==> config.mk <==
export PLATFORM = sky130hd
export DESIGN_NAME = voxel_brick_face_mask_unit
export DESIGN_NICKNAME = d
export VERILOG_FILES = /design/src/hw/rtl/vbfm_pkg.sv /design/src/hw/rtl/vbfm_face_logic.sv /design/src/hw/rtl/vbfm_result_fifo.sv /design/src/hw/rtl/voxel_brick_face_mask_unit.sv
export VERILOG_INCLUDE_DIRS = /design/src /design/src/hw/rtl
export SDC_FILE = /design/constraint.sdc
export NUM_CORES = 2
export LEC_CHECK = 0
export ABC_AREA = 0
export BUFFER_PORTS_ARGS = -buffer_cell sky130_fd_sc_hd__clkbuf_2
export CAP_MARGIN = 20
export CORE_UTILIZATION = 53
export DETAILED_ROUTE_END_ITERATION = 10
export MAX_ROUTING_LAYER = met4
export PLACE_DENSITY = 0.8
export REMOVE_ABC_BUFFERS = 1
export SLEW_MARGIN = 20
export SYNTH_ARGS = -nofsm -noshare
export SYNTH_HDL_FRONTEND = slang
export SYNTH_SLANG_ARGS = --single-unit
==> constraint.sdc <==
create_clock -name clk -period 16.46 [get_ports clk]
set_clock_uncertainty 0.15 [all_clocks]
set_input_delay 3.292 -clock clk [delete_from_list [all_inputs] [get_ports clk]]
set_output_delay 3.292 -clock clk [all_outputs]
set_load 0.005 [all_outputs]
==> src/hw/rtl/voxel_brick_face_mask_unit_assert.svh <==
// Assertion macros for the voxel brick face mask unit.
// Depends on clk and rst_n being visible where a macro is used.
`ifndef VOXEL_BRICK_FACE_MASK_UNIT_ASSERT_SVH
`define VOXEL_BRICK_FACE_MASK_UNIT_ASSERT_SVH

// Same-cycle implication, disabled during reset.
`define VBFM_ASSERT_SAME(lbl, pre, post, msg) \
  lbl: assert property (@(posedge clk) disable iff (!rst_n) (pre) |-> (post)) \
    else $error(msg);

// Next-cycle implication, disabled during reset.
`define VBFM_ASSERT_NEXT(lbl, pre, post, msg) \
  lbl: assert property (@(posedge clk) disable iff (!rst_n) (pre) |=> (post)) \
    else $error(msg);

`endif

==> src/hw/rtl/vbfm_pkg.sv <==
// Package for the voxel brick face mask unit: masks, slice codes and result types.
// No dependencies.
package vbfm_pkg;

  localparam logic [63:0] COL_LOW  = 64'h0101_0101_0101_0101;
  localparam logic [63:0] COL_HIGH = 64'h8080_8080_8080_8080;
  localparam logic [63:0] ROW_LOW  = 64'h0000_0000_0000_00FF;
  localparam logic [63:0] ROW_HIGH = 64'hFF00_0000_0000_0000;
  localparam int unsigned ROW_SHIFT = 56;
  localparam int unsigned COL_SHIFT = 7;

  localparam logic [2:0] FIRST_SLICE = 3'd0;
  localparam logic [2:0] LAST_SLICE  = 3'd7;

  localparam int unsigned VBFM_FIFO_DEPTH = 4;

  typedef logic [1:0] push_cnt_t;
  localparam push_cnt_t PUSH_NONE = 2'd0;
  localparam push_cnt_t PUSH_ONE  = 2'd1;
  localparam push_cnt_t PUSH_TWO  = 2'd2;

  typedef struct packed {
    logic [63:0] nx;
    logic [63:0] px;
    logic [63:0] ny;
    logic [63:0] py;
  } side_faces_t;

  typedef struct packed {
    logic [2:0]  slice_index;
    side_faces_t sides;
    logic [63:0] neg_z;
    logic [63:0] pos_z;
    logic        last_slice;
  } face_result_t;

  typedef struct packed {
    logic [2:0]  slice;
    logic [63:0] prev_occ;
    logic [63:0] below_occ;
    side_faces_t pending;
  } brick_state_t;

endpackage

==> src/hw/rtl/vbfm_face_logic.sv <==
// Combinational face masks for one slice transaction: side faces of the current
// slice and the two possible results. Depends on vbfm_pkg.
module vbfm_face_logic import vbfm_pkg::*; (
  input  logic [63:0]  occ,
  input  logic [63:0]  nx_halo,
  input  logic [63:0]  px_halo,
  input  logic [63:0]  ny_halo,
  input  logic [63:0]  py_halo,
  input  logic [63:0]  z_halo,
  input  brick_state_t st,
  output side_faces_t  cur_sides,
  output face_result_t res_prev,
  output face_result_t res_last,
  output push_cnt_t    push_need
);

  logic [63:0] s_nx, s_px, s_ny, s_py;

  always_comb begin
    s_nx = ((occ & ~COL_HIGH) << 1) | ((nx_halo & COL_HIGH) >> COL_SHIFT);
    s_px = ((occ & ~COL_LOW) >> 1) | ((px_halo & COL_LOW) << COL_SHIFT);
    s_ny = (occ << 8) | ((ny_halo & ROW_HIGH) >> ROW_SHIFT);
    s_py = (occ >> 8) | ((py_halo & ROW_LOW) << ROW_SHIFT);

    cur_sides.nx = occ & ~s_nx;
    cur_sides.px = occ & ~s_px;
    cur_sides.ny = occ & ~s_ny;
    cur_sides.py = occ & ~s_py;

    res_prev.slice_index = st.slice - 3'd1;
    res_prev.sides       = st.pending;
    res_prev.neg_z       = st.prev_occ & ~st.below_occ;
    res_prev.pos_z       = st.prev_occ & ~occ;
    res_prev.last_slice  = 1'b0;

    res_last.slice_index = LAST_SLICE;
    res_last.sides       = cur_sides;
    res_last.neg_z       = occ & ~st.prev_occ;
    res_last.pos_z       = occ & ~z_halo;
    res_last.last_slice  = 1'b1;

    case (st.slice)
      FIRST_SLICE: push_need = PUSH_NONE;
      LAST_SLICE:  push_need = PUSH_TWO;
      default:     push_need = PUSH_ONE;
    endcase
  end

endmodule

==> src/hw/rtl/vbfm_result_fifo.sv <==
// Result queue: takes up to two results per cycle, hands one out per transaction.
// Depends on vbfm_pkg.
module vbfm_result_fifo import vbfm_pkg::*; #(
  parameter int unsigned DEPTH = VBFM_FIFO_DEPTH,
  parameter int unsigned CNT_W = $clog2(DEPTH + 1)
) (
  input  logic               clk,
  input  logic               rst_n,
  input  push_cnt_t          push_cnt,
  input  face_result_t       push_d0,
  input  face_result_t       push_d1,
  output logic               out_valid,
  input  logic               out_ready,
  output face_result_t       out_d,
  output logic [CNT_W-1:0]   fill
);

  localparam int unsigned PTR_W = (DEPTH > 1) ? $clog2(DEPTH) : 1;

  face_result_t     q_mem [DEPTH];
  logic [PTR_W-1:0] rd_ptr_r, rd_ptr_nxt;
  logic [PTR_W-1:0] wr_ptr_r, wr_ptr_nxt, wr_ptr_p1;
  logic [CNT_W-1:0] count_r, count_nxt;
  logic             pop;

  function automatic logic [PTR_W-1:0] ptr_inc(input logic [PTR_W-1:0] p);
    if (p == PTR_W'(DEPTH - 1)) begin
      return '0;
    end
    return p + PTR_W'(1);
  endfunction

  assign out_valid = (count_r != '0);
  assign out_d     = q_mem[rd_ptr_r];
  assign fill      = count_r;
  assign pop       = out_valid && out_ready;

  always_comb begin
    wr_ptr_p1  = ptr_inc(wr_ptr_r);
    rd_ptr_nxt = pop ? ptr_inc(rd_ptr_r) : rd_ptr_r;
    case (push_cnt)
      PUSH_ONE: wr_ptr_nxt = wr_ptr_p1;
      PUSH_TWO: wr_ptr_nxt = ptr_inc(wr_ptr_p1);
      default:  wr_ptr_nxt = wr_ptr_r;
    endcase
    count_nxt = count_r + CNT_W'(push_cnt) - CNT_W'(pop);
  end

  always_ff @(posedge clk) begin
    if (!rst_n) begin
      rd_ptr_r <= '0;
      wr_ptr_r <= '0;
      count_r  <= '0;
    end else begin
      rd_ptr_r <= rd_ptr_nxt;
      wr_ptr_r <= wr_ptr_nxt;
      count_r  <= count_nxt;
    end
  end

  always_ff @(posedge clk) begin
    if (push_cnt != PUSH_NONE) begin
      q_mem[wr_ptr_r] <= push_d0;
    end
    if (push_cnt == PUSH_TWO) begin
      q_mem[wr_ptr_p1] <= push_d1;
    end
  end

endmodule

==> src/hw/rtl/voxel_brick_face_mask_unit.sv <==
// Top level of the voxel brick face mask unit: brick state, face logic, result queue.
// Depends on vbfm_pkg, vbfm_face_logic, vbfm_result_fifo and the assertion header.
//
// Takes an 8x8x8 brick one z slice per transaction and returns six exposed-face
// masks per slice. One slice is accepted every cycle while in_ready is high.
// Results trail by one slice: slice 0 gives none, slices 1 to 6 give the masks of
// the slice before, and slice 7 gives two (slice 6, then slice 7 with last_slice
// set). The two-result slice is absorbed by a result queue of FIFO_DEPTH entries,
// so with the sink ready a brick streams at one slice per cycle; in_ready drops
// only when the queue lacks room for the results the next slice will produce.
`include "voxel_brick_face_mask_unit_assert.svh"

module voxel_brick_face_mask_unit import vbfm_pkg::*; #(
  parameter int unsigned FIFO_DEPTH = VBFM_FIFO_DEPTH
) (
  input  logic        clk,
  input  logic        rst_n,
  input  logic        in_valid,
  output logic        in_ready,
  input  logic [63:0] in_occupied_slice,
  input  logic [63:0] in_neg_x_halo_slice,
  input  logic [63:0] in_pos_x_halo_slice,
  input  logic [63:0] in_neg_y_halo_slice,
  input  logic [63:0] in_pos_y_halo_slice,
  input  logic [63:0] in_z_halo_slice,
  output logic        out_valid,
  input  logic        out_ready,
  output logic [2:0]  out_slice_index,
  output logic [63:0] out_neg_x_faces,
  output logic [63:0] out_pos_x_faces,
  output logic [63:0] out_neg_y_faces,
  output logic [63:0] out_pos_y_faces,
  output logic [63:0] out_neg_z_faces,
  output logic [63:0] out_pos_z_faces,
  output logic        out_last_slice
);

  localparam int unsigned CNT_W = $clog2(FIFO_DEPTH + 1);

  brick_state_t     st_r, st_nxt;
  side_faces_t      cur_sides;
  face_result_t     res_prev, res_last, out_res;
  push_cnt_t        push_need, push_cnt;
  logic [CNT_W-1:0] q_fill, q_free, q_pop_ext;
  logic             in_acc;

  vbfm_face_logic u_face (
    .occ       (in_occupied_slice),
    .nx_halo   (in_neg_x_halo_slice),
    .px_halo   (in_pos_x_halo_slice),
    .ny_halo   (in_neg_y_halo_slice),
    .py_halo   (in_pos_y_halo_slice),
    .z_halo    (in_z_halo_slice),
    .st        (st_r),
    .cur_sides (cur_sides),
    .res_prev  (res_prev),
    .res_last  (res_last),
    .push_need (push_need)
  );

  vbfm_result_fifo #(
    .DEPTH (FIFO_DEPTH),
    .CNT_W (CNT_W)
  ) u_fifo (
    .clk       (clk),
    .rst_n     (rst_n),
    .push_cnt  (push_cnt),
    .push_d0   (res_prev),
    .push_d1   (res_last),
    .out_valid (out_valid),
    .out_ready (out_ready),
    .out_d     (out_res),
    .fill      (q_fill)
  );

  assign q_free    = CNT_W'(FIFO_DEPTH) - q_fill;
  assign in_ready  = rst_n && (q_free >= CNT_W'(push_need));
  assign in_acc    = in_valid && in_ready;
  assign push_cnt  = in_acc ? push_need : PUSH_NONE;
  assign q_pop_ext = CNT_W'(out_valid && out_ready);

  assign out_slice_index = out_res.slice_index;
  assign out_neg_x_faces = out_res.sides.nx;
  assign out_pos_x_faces = out_res.sides.px;
  assign out_neg_y_faces = out_res.sides.ny;
  assign out_pos_y_faces = out_res.sides.py;
  assign out_neg_z_faces = out_res.neg_z;
  assign out_pos_z_faces = out_res.pos_z;
  assign out_last_slice  = out_res.last_slice;

  always_comb begin
    st_nxt = st_r;
    if (in_acc) begin
      st_nxt.slice     = st_r.slice + 3'd1;
      st_nxt.prev_occ  = in_occupied_slice;
      st_nxt.pending   = cur_sides;
      st_nxt.below_occ = (st_r.slice == FIRST_SLICE) ? in_z_halo_slice : st_r.prev_occ;
    end
  end

  always_ff @(posedge clk) begin
    if (!rst_n) begin
      st_r <= '0;
    end else begin
      st_r <= st_nxt;
    end
  end

  `VBFM_ASSERT_SAME(a_fill_bound, 1'b1, q_fill <= CNT_W'(FIFO_DEPTH), "result queue overfilled")
  `VBFM_ASSERT_SAME(a_last_idx, out_valid && out_last_slice, out_slice_index == LAST_SLICE, "last_slice on wrong slice")
  `VBFM_ASSERT_NEXT(a_slice_adv, rst_n && in_valid && in_ready, st_r.slice == $past(st_r.slice) + 3'd1, "slice counter did not advance")
  `VBFM_ASSERT_NEXT(a_first_quiet, rst_n && in_valid && in_ready && st_r.slice == FIRST_SLICE, q_fill == $past(q_fill) - $past(q_pop_ext), "first slice pushed a result")

endmodule
## Word-level counts from Yosys, hierarchy flattened

Memories as Yosys holds them, arrays and structs flattened. A register that Yosys moved wholly into a read port is not among the register bits.
Index checks and enable logic that the tools add are counted.

| operators by class | value |
|---|---|
| add/sub/neg operators | 8 |
| multipliers | 0 |
| divide/modulo/power cells | 0 |
| $lt $le $gt $ge | 1 |
| equality and inequality tests | 6 |
| shifts and indexed selects | 0 |
| multiplexer cells | 20 |
| bitwise gates (word level) | 20 |
| reduce and logical (&&, ||, !) cells | 7 |

Operators by type and width:

| cell | count |
|---|---|
| $and 64x64->64 | 8 |
| $not 64->64 | 8 |
| $mux 64 | 1 |
| $or 56x64->64 | 1 |
| $or 63x64->64 | 1 |
| $or 64x57->64 | 1 |
| $or 64x8->64 | 1 |
| $mux 2 | 9 |
| $eq 2x2->1 const B | 4 |
| $mux 1 | 8 |
| $pmux 2 s2 | 2 |
| $add 2x1->2 const B | 3 |
| $reduce_bool 2->1 | 2 |
| $add 3x1->3 const B | 1 |
| $add 3x2->3 | 1 |
| $eq 3x3->1 const B | 1 |
| $ge 3x2->1 | 1 |
| $logic_and 1x1->1 | 3 |
| $logic_not 3->1 | 1 |
| $reduce_bool 3->1 | 1 |
| $sub 3x1->3 | 1 |
| $sub 3x1->3 const B | 1 |
| $sub 3x3->3 const A | 1 |
| $eq 2x1->1 const B | 1 |

| word-level totals | value |
|---|---|
| register bits after elaboration | 394 |
| latch bits | 0 |
| RAM bits | 1,552 |
| ROM bits | 0 |
| input port bits | 388 |
| output and inout port bits | 390 |
| word-level logic and storage cells | 73 |
| memories kept | 1 |

Memory list:

| memory | depth | bits a word | read ports | clocked after Yosys merged registers in | write ports | line | source |
|---|---|---|---|---|---|---|---|
| u_fifo.q_mem | 4 | 388 | 1 | 1 | 2 | vbfm_result_fifo.sv:20 | `face_result_t q_mem [DEPTH];` |

## Logic depth before layout (Yosys ltp)

| logic depth | value |
|---|---|
| depth after elaboration | 10 |
| gate-level depth with buffers | 19 |
| depth with buffers taken out | 14 |

## Modules after synthesis

Synthesis repeated with hierarchy kept, for this count alone.

| unflattened totals | value |
|---|---|
| cell total of the unflattened synthesis | 6,602 |
| area, all modules | 97,021.8 um2 |

By module, submodules not included:

| module | times used | cells each | area each (um2) | seq. area each (um2) |
|---|---|---|---|---|
| vbfm_result_fifo | 1 | 3,820 | 75,746.4 | 46,784.9 |
| voxel_brick_face_mask_unit | 1 | 1,706 | 13,929.6 | 7,747.4 |
| vbfm_face_logic | 1 | 1,076 | 7,345.8 | 0.0 |

## Least setup slack after synthesis

No wires, ideal clock.

| path | value |
|---|---|
| path kind | input to register |
| from | in rst_n |
| to | mem u_fifo.q_mem[0][100] (netlist bit), enable pin |
| setup time | 2.838 ns |
| arrival time | 11.398 ns |
| data required time | 13.472 ns |
| setup slack | 2.074 ns |
| stages | 12 |
| cell sequence | buf_2 -> and2_1 -> clkbuf_1 -> and3_1 -> inv_1 -> ha_1 -> buf_2 -> nand2_1 -> buf_2 -> buf_2 -> buf_1 -> nand2_1 |

RTL lines:

| what | line | source |
|---|---|---|
| from (decl) | voxel_brick_face_mask_unit.sv:17 | `input logic rst_n,` |
| to (decl) | vbfm_result_fifo.sv:20 |  |

==> impl_metrics.tcl <==
set metrics [dict create \
    top_layer_used "met4" \
    worst_pin_slew_ns 1.212 \
    fp.dieH_microns 408.1 \
    numPortBuffers 553 \
    rsz0062_at_grt "no" \
    seqPwrFrac_pct 44.3 \
    cp.arrival_ns 8.94 \
    vias 63710 \
    synth_edf_count 1536 \
    cts.sinks 1948 \
    dp_slack_ns 7.066 \
    p_int_uw 9249 \
    synth_area_sq_um 87420 \
    cap_violations 0 \
    synth_seq_cells 1948 \
    via_per_inst 6.877 \
    avgSynthCellArea_sq_um 13.23 \
    ant_nets 0 \
    initial_core_util_pct 53.52 \
    path_clk_slew_ns 0.06 \
    design_area_sq_um 97840 \
    grt_max_degree 160 \
    critPathMaxFanout 71 \
    rows 148 \
    worstHoldStart "u_fifo.q_mem[0][0]" \
    path_class "in -> reg" \
    fmax_mhz 116.1 \
    p_sw_uw 4012 \
    met3_length_mm 47.29 \
    layout_commonest_cell "edfxtp_1" \
    cts_resized 0 \
    area_growth_pct 11.92 \
    hold_buffers 0 \
    instances_no_fill 9264 \
    antenna_found_initial 19 \
    synthArstFlopShare_pct 0 \
    clk_latency_ns 0.86 \
    ios 778 \
    timing.final.ws_setup_ns 7.846 \
    core_sq_um 163300 \
    cts_tree "built" \
    gp_congestion 0.8225 \
    met2_length_mm 129.2 \
    setup_tns_ns 0 \
    clockBufferDepth 3 \
    p_sw_share_pct 30.25 \
    grt_use_total_pct 33.95 \
    min_period_ns 8.614 \
    cts_made_buffers 194 \
    drt-met1-wl_mm 92.70 \
    grt_pass1_wl_mm 407.2 \
    endpoint_kind "flip-flop" \
    drt_iter0_markers 10210 \
    reg2reg_slack_ns 8.52 \
    placed_cells 8881 \
    die-area_sq_um 166600 \
    layout_common_cells "1536 x edfxtp_1, 1102 x nand2_1, 633 x o21ai_0" \
    p_per_area_nw_per_um2 135.5 \
    wirelength_mm 281.9 \
    dp_hpwl_mm 154.2 \
    p_comb_share_pct 21.6 \
    layout-drive-gt1-share_pct 19.19 \
    layout.nets 7312 \
    finalCritPeriodShare_pct 52.33 \
    yosysSeqAreaShare_pct 62.20 \
    die_x_microns 408.1 \
    place_area_sq_um 91290 \
    cp-start-kind "input pin" \
    rr_endpoint "u_fifo.q_mem[2][73]" \
    first_pass_iters 7 \
    htreeDepth 4 \
    p_clk_share_pct 34.1 \
    status "finished clean" \
    drv_slew 0 \
    dominantRegCellSynth "edfxtp_1" \
    r2r-start "st_r[384]" \
    syn_inst 6609 \
    ys.warnings.count 0 \
    cts_setup_buffers 0 \
    final_core_util_pct 59.90 \
    relSlewSlack_pct 19.21 \
    whs_path_depth 2 \
    cts-root-buf "clkbuf_16" \
    wl_per_cell_microns 30.43 \
    power.static_leakage_uw 0.03455 \
    fillers 12130 \
    vdd_drop_max_v 0.0001174 \
    grt_pass1_vias 62810 \
    grt-ovfl-total 0 \
    hold_viol_final 0 \
    synth_cell_types 34 \
    setup_viol 0 \
    min_path_type "reg -> reg" \
    worstPathRequired_ns 16.78 \
    rr_worst_depth 15 \
    route.detailed.drc 0 \
    hold_end "u_fifo.q_mem[0][0]" \
]
==> layer usage <==
metal	global-route usage (%)	vias to the layer above
li1	-	26120
met1	40.94	31340
met2	50.81	5362
met3	12.46	889
met4	15.64	0
met5	-	-
==> kinds of logic after synthesis <==
| family | share of synthesized area, % |
|---|---|
| AOI/OAI and AO/OA | 12.61 |
| and+or+nand+nor | 7.751 |
| buffers and inverters | 3.364 |
| adders and majority gates | 0.3235 |
| muxes | 13.72 |
| xor gates and xnor gates | 0.04008 |
| DFF | 62.20 |
==> sequential cells by signal, summed over array words and instances, names as in the netlist, named ones only <==
| signal | flops |
|---|---|
| u_fifo.fill | 3 |
| u_fifo.rd_ptr_r | 2 |
| u_fifo.q_mem | 1552 |
| st_r | 387 |
| u_fifo.wr_ptr_r | 2 |
==> through the flow <==
step	hold slack, ns	total power (uW)
4_1_cts	0.2962	13190
6_report	0.2979	13260
3_5_place_dp	0.2862	8757
2_1_floorplan	0.2685	8255
3_3_place_gp	0.2815	8688
5_1_grt	0.3103	13580
==> worst max-delay path by stage <==
stage | start | end | slack [ns] | cells past startpoint
CTS | flip-flop | out_neg_z_faces[13] | 7.63 | 5
detailed placement | rst_n | u_fifo.q_mem[2][329] | 7.07 | 10
finish | rst_n | u_fifo.q_mem[2][73] | 7.85 | 10
global placement | rst_n | u_fifo.q_mem[2][73] | 7.11 | 10
floorplan | st_r[384] | u_fifo.q_mem[1][100] | -9.03 | 12
global route | flip-flop | out_pos_z_faces[13] | 7.46 | 5
==> power groups by stage <==
| stage | logic, uW | registers, uW | clock network (uW) |
|---|---|---|---|
| global route | 2980 | 5900 | 4700 |
| detailed placement | 2800 | 5960 | 0 |
| CTS | 2810 | 5860 | 4520 |
| global placement | 2760 | 5930 | 0 |
| finish | 2870 | 5870 | 4520 |
| floorplan | 2100 | 6160 | 0 |
==> worst max-delay path, cell delays in order <==
cell	delay [ns]
buf_8	0.20
and2_4	0.42
and3_1	0.32
inv_1	0.08
ha_1	0.55
nand2_4	0.59
nand2_4	0.72
buf_4	0.81
buf_4	0.88
buf_4	0.77
==> final cells by class <==
class / count / area [sq um] / area share, %
Antenna cell: 18 / 45.04 / 0.04604
Clock buffer: 274 / 5458 / 5.578
Clock inverter: 91 / 1046 / 1.069
Inverter: 81 / 304.0 / 0.3108
Multi-Input combinational cell: 4028 / 30260 / 30.93
Sequential cell: 1948 / 54380 / 55.58
Tap cell: 2175 / 2721 / 2.782
Timing Repair Buffer: 649 / 3623 / 3.704
==> synthesized netlist by cell type (all sizes together) (5+ instances only) <==
cell type / count / area (sq um)
a22o: 508 / 4449
and2: 8 / 50.05
buf: 314 / 1743
clkbuf: 238 / 893.4
dfxtp: 412 / 8248
edfxtp: 1536 / 46120
ha: 21 / 262.8
inv: 81 / 304.0
mux2i: 325 / 3253
mux4: 388 / 8738
nand2: 1110 / 4167
nand2b: 217 / 1365
nand3: 128 / 640.6
nor2: 134 / 505.5
nor2b: 5 / 31.28
o211ai: 12 / 90.09
o21ai: 647 / 3238
o22ai: 512 / 3203
Power figures use the tool's default switching activity.
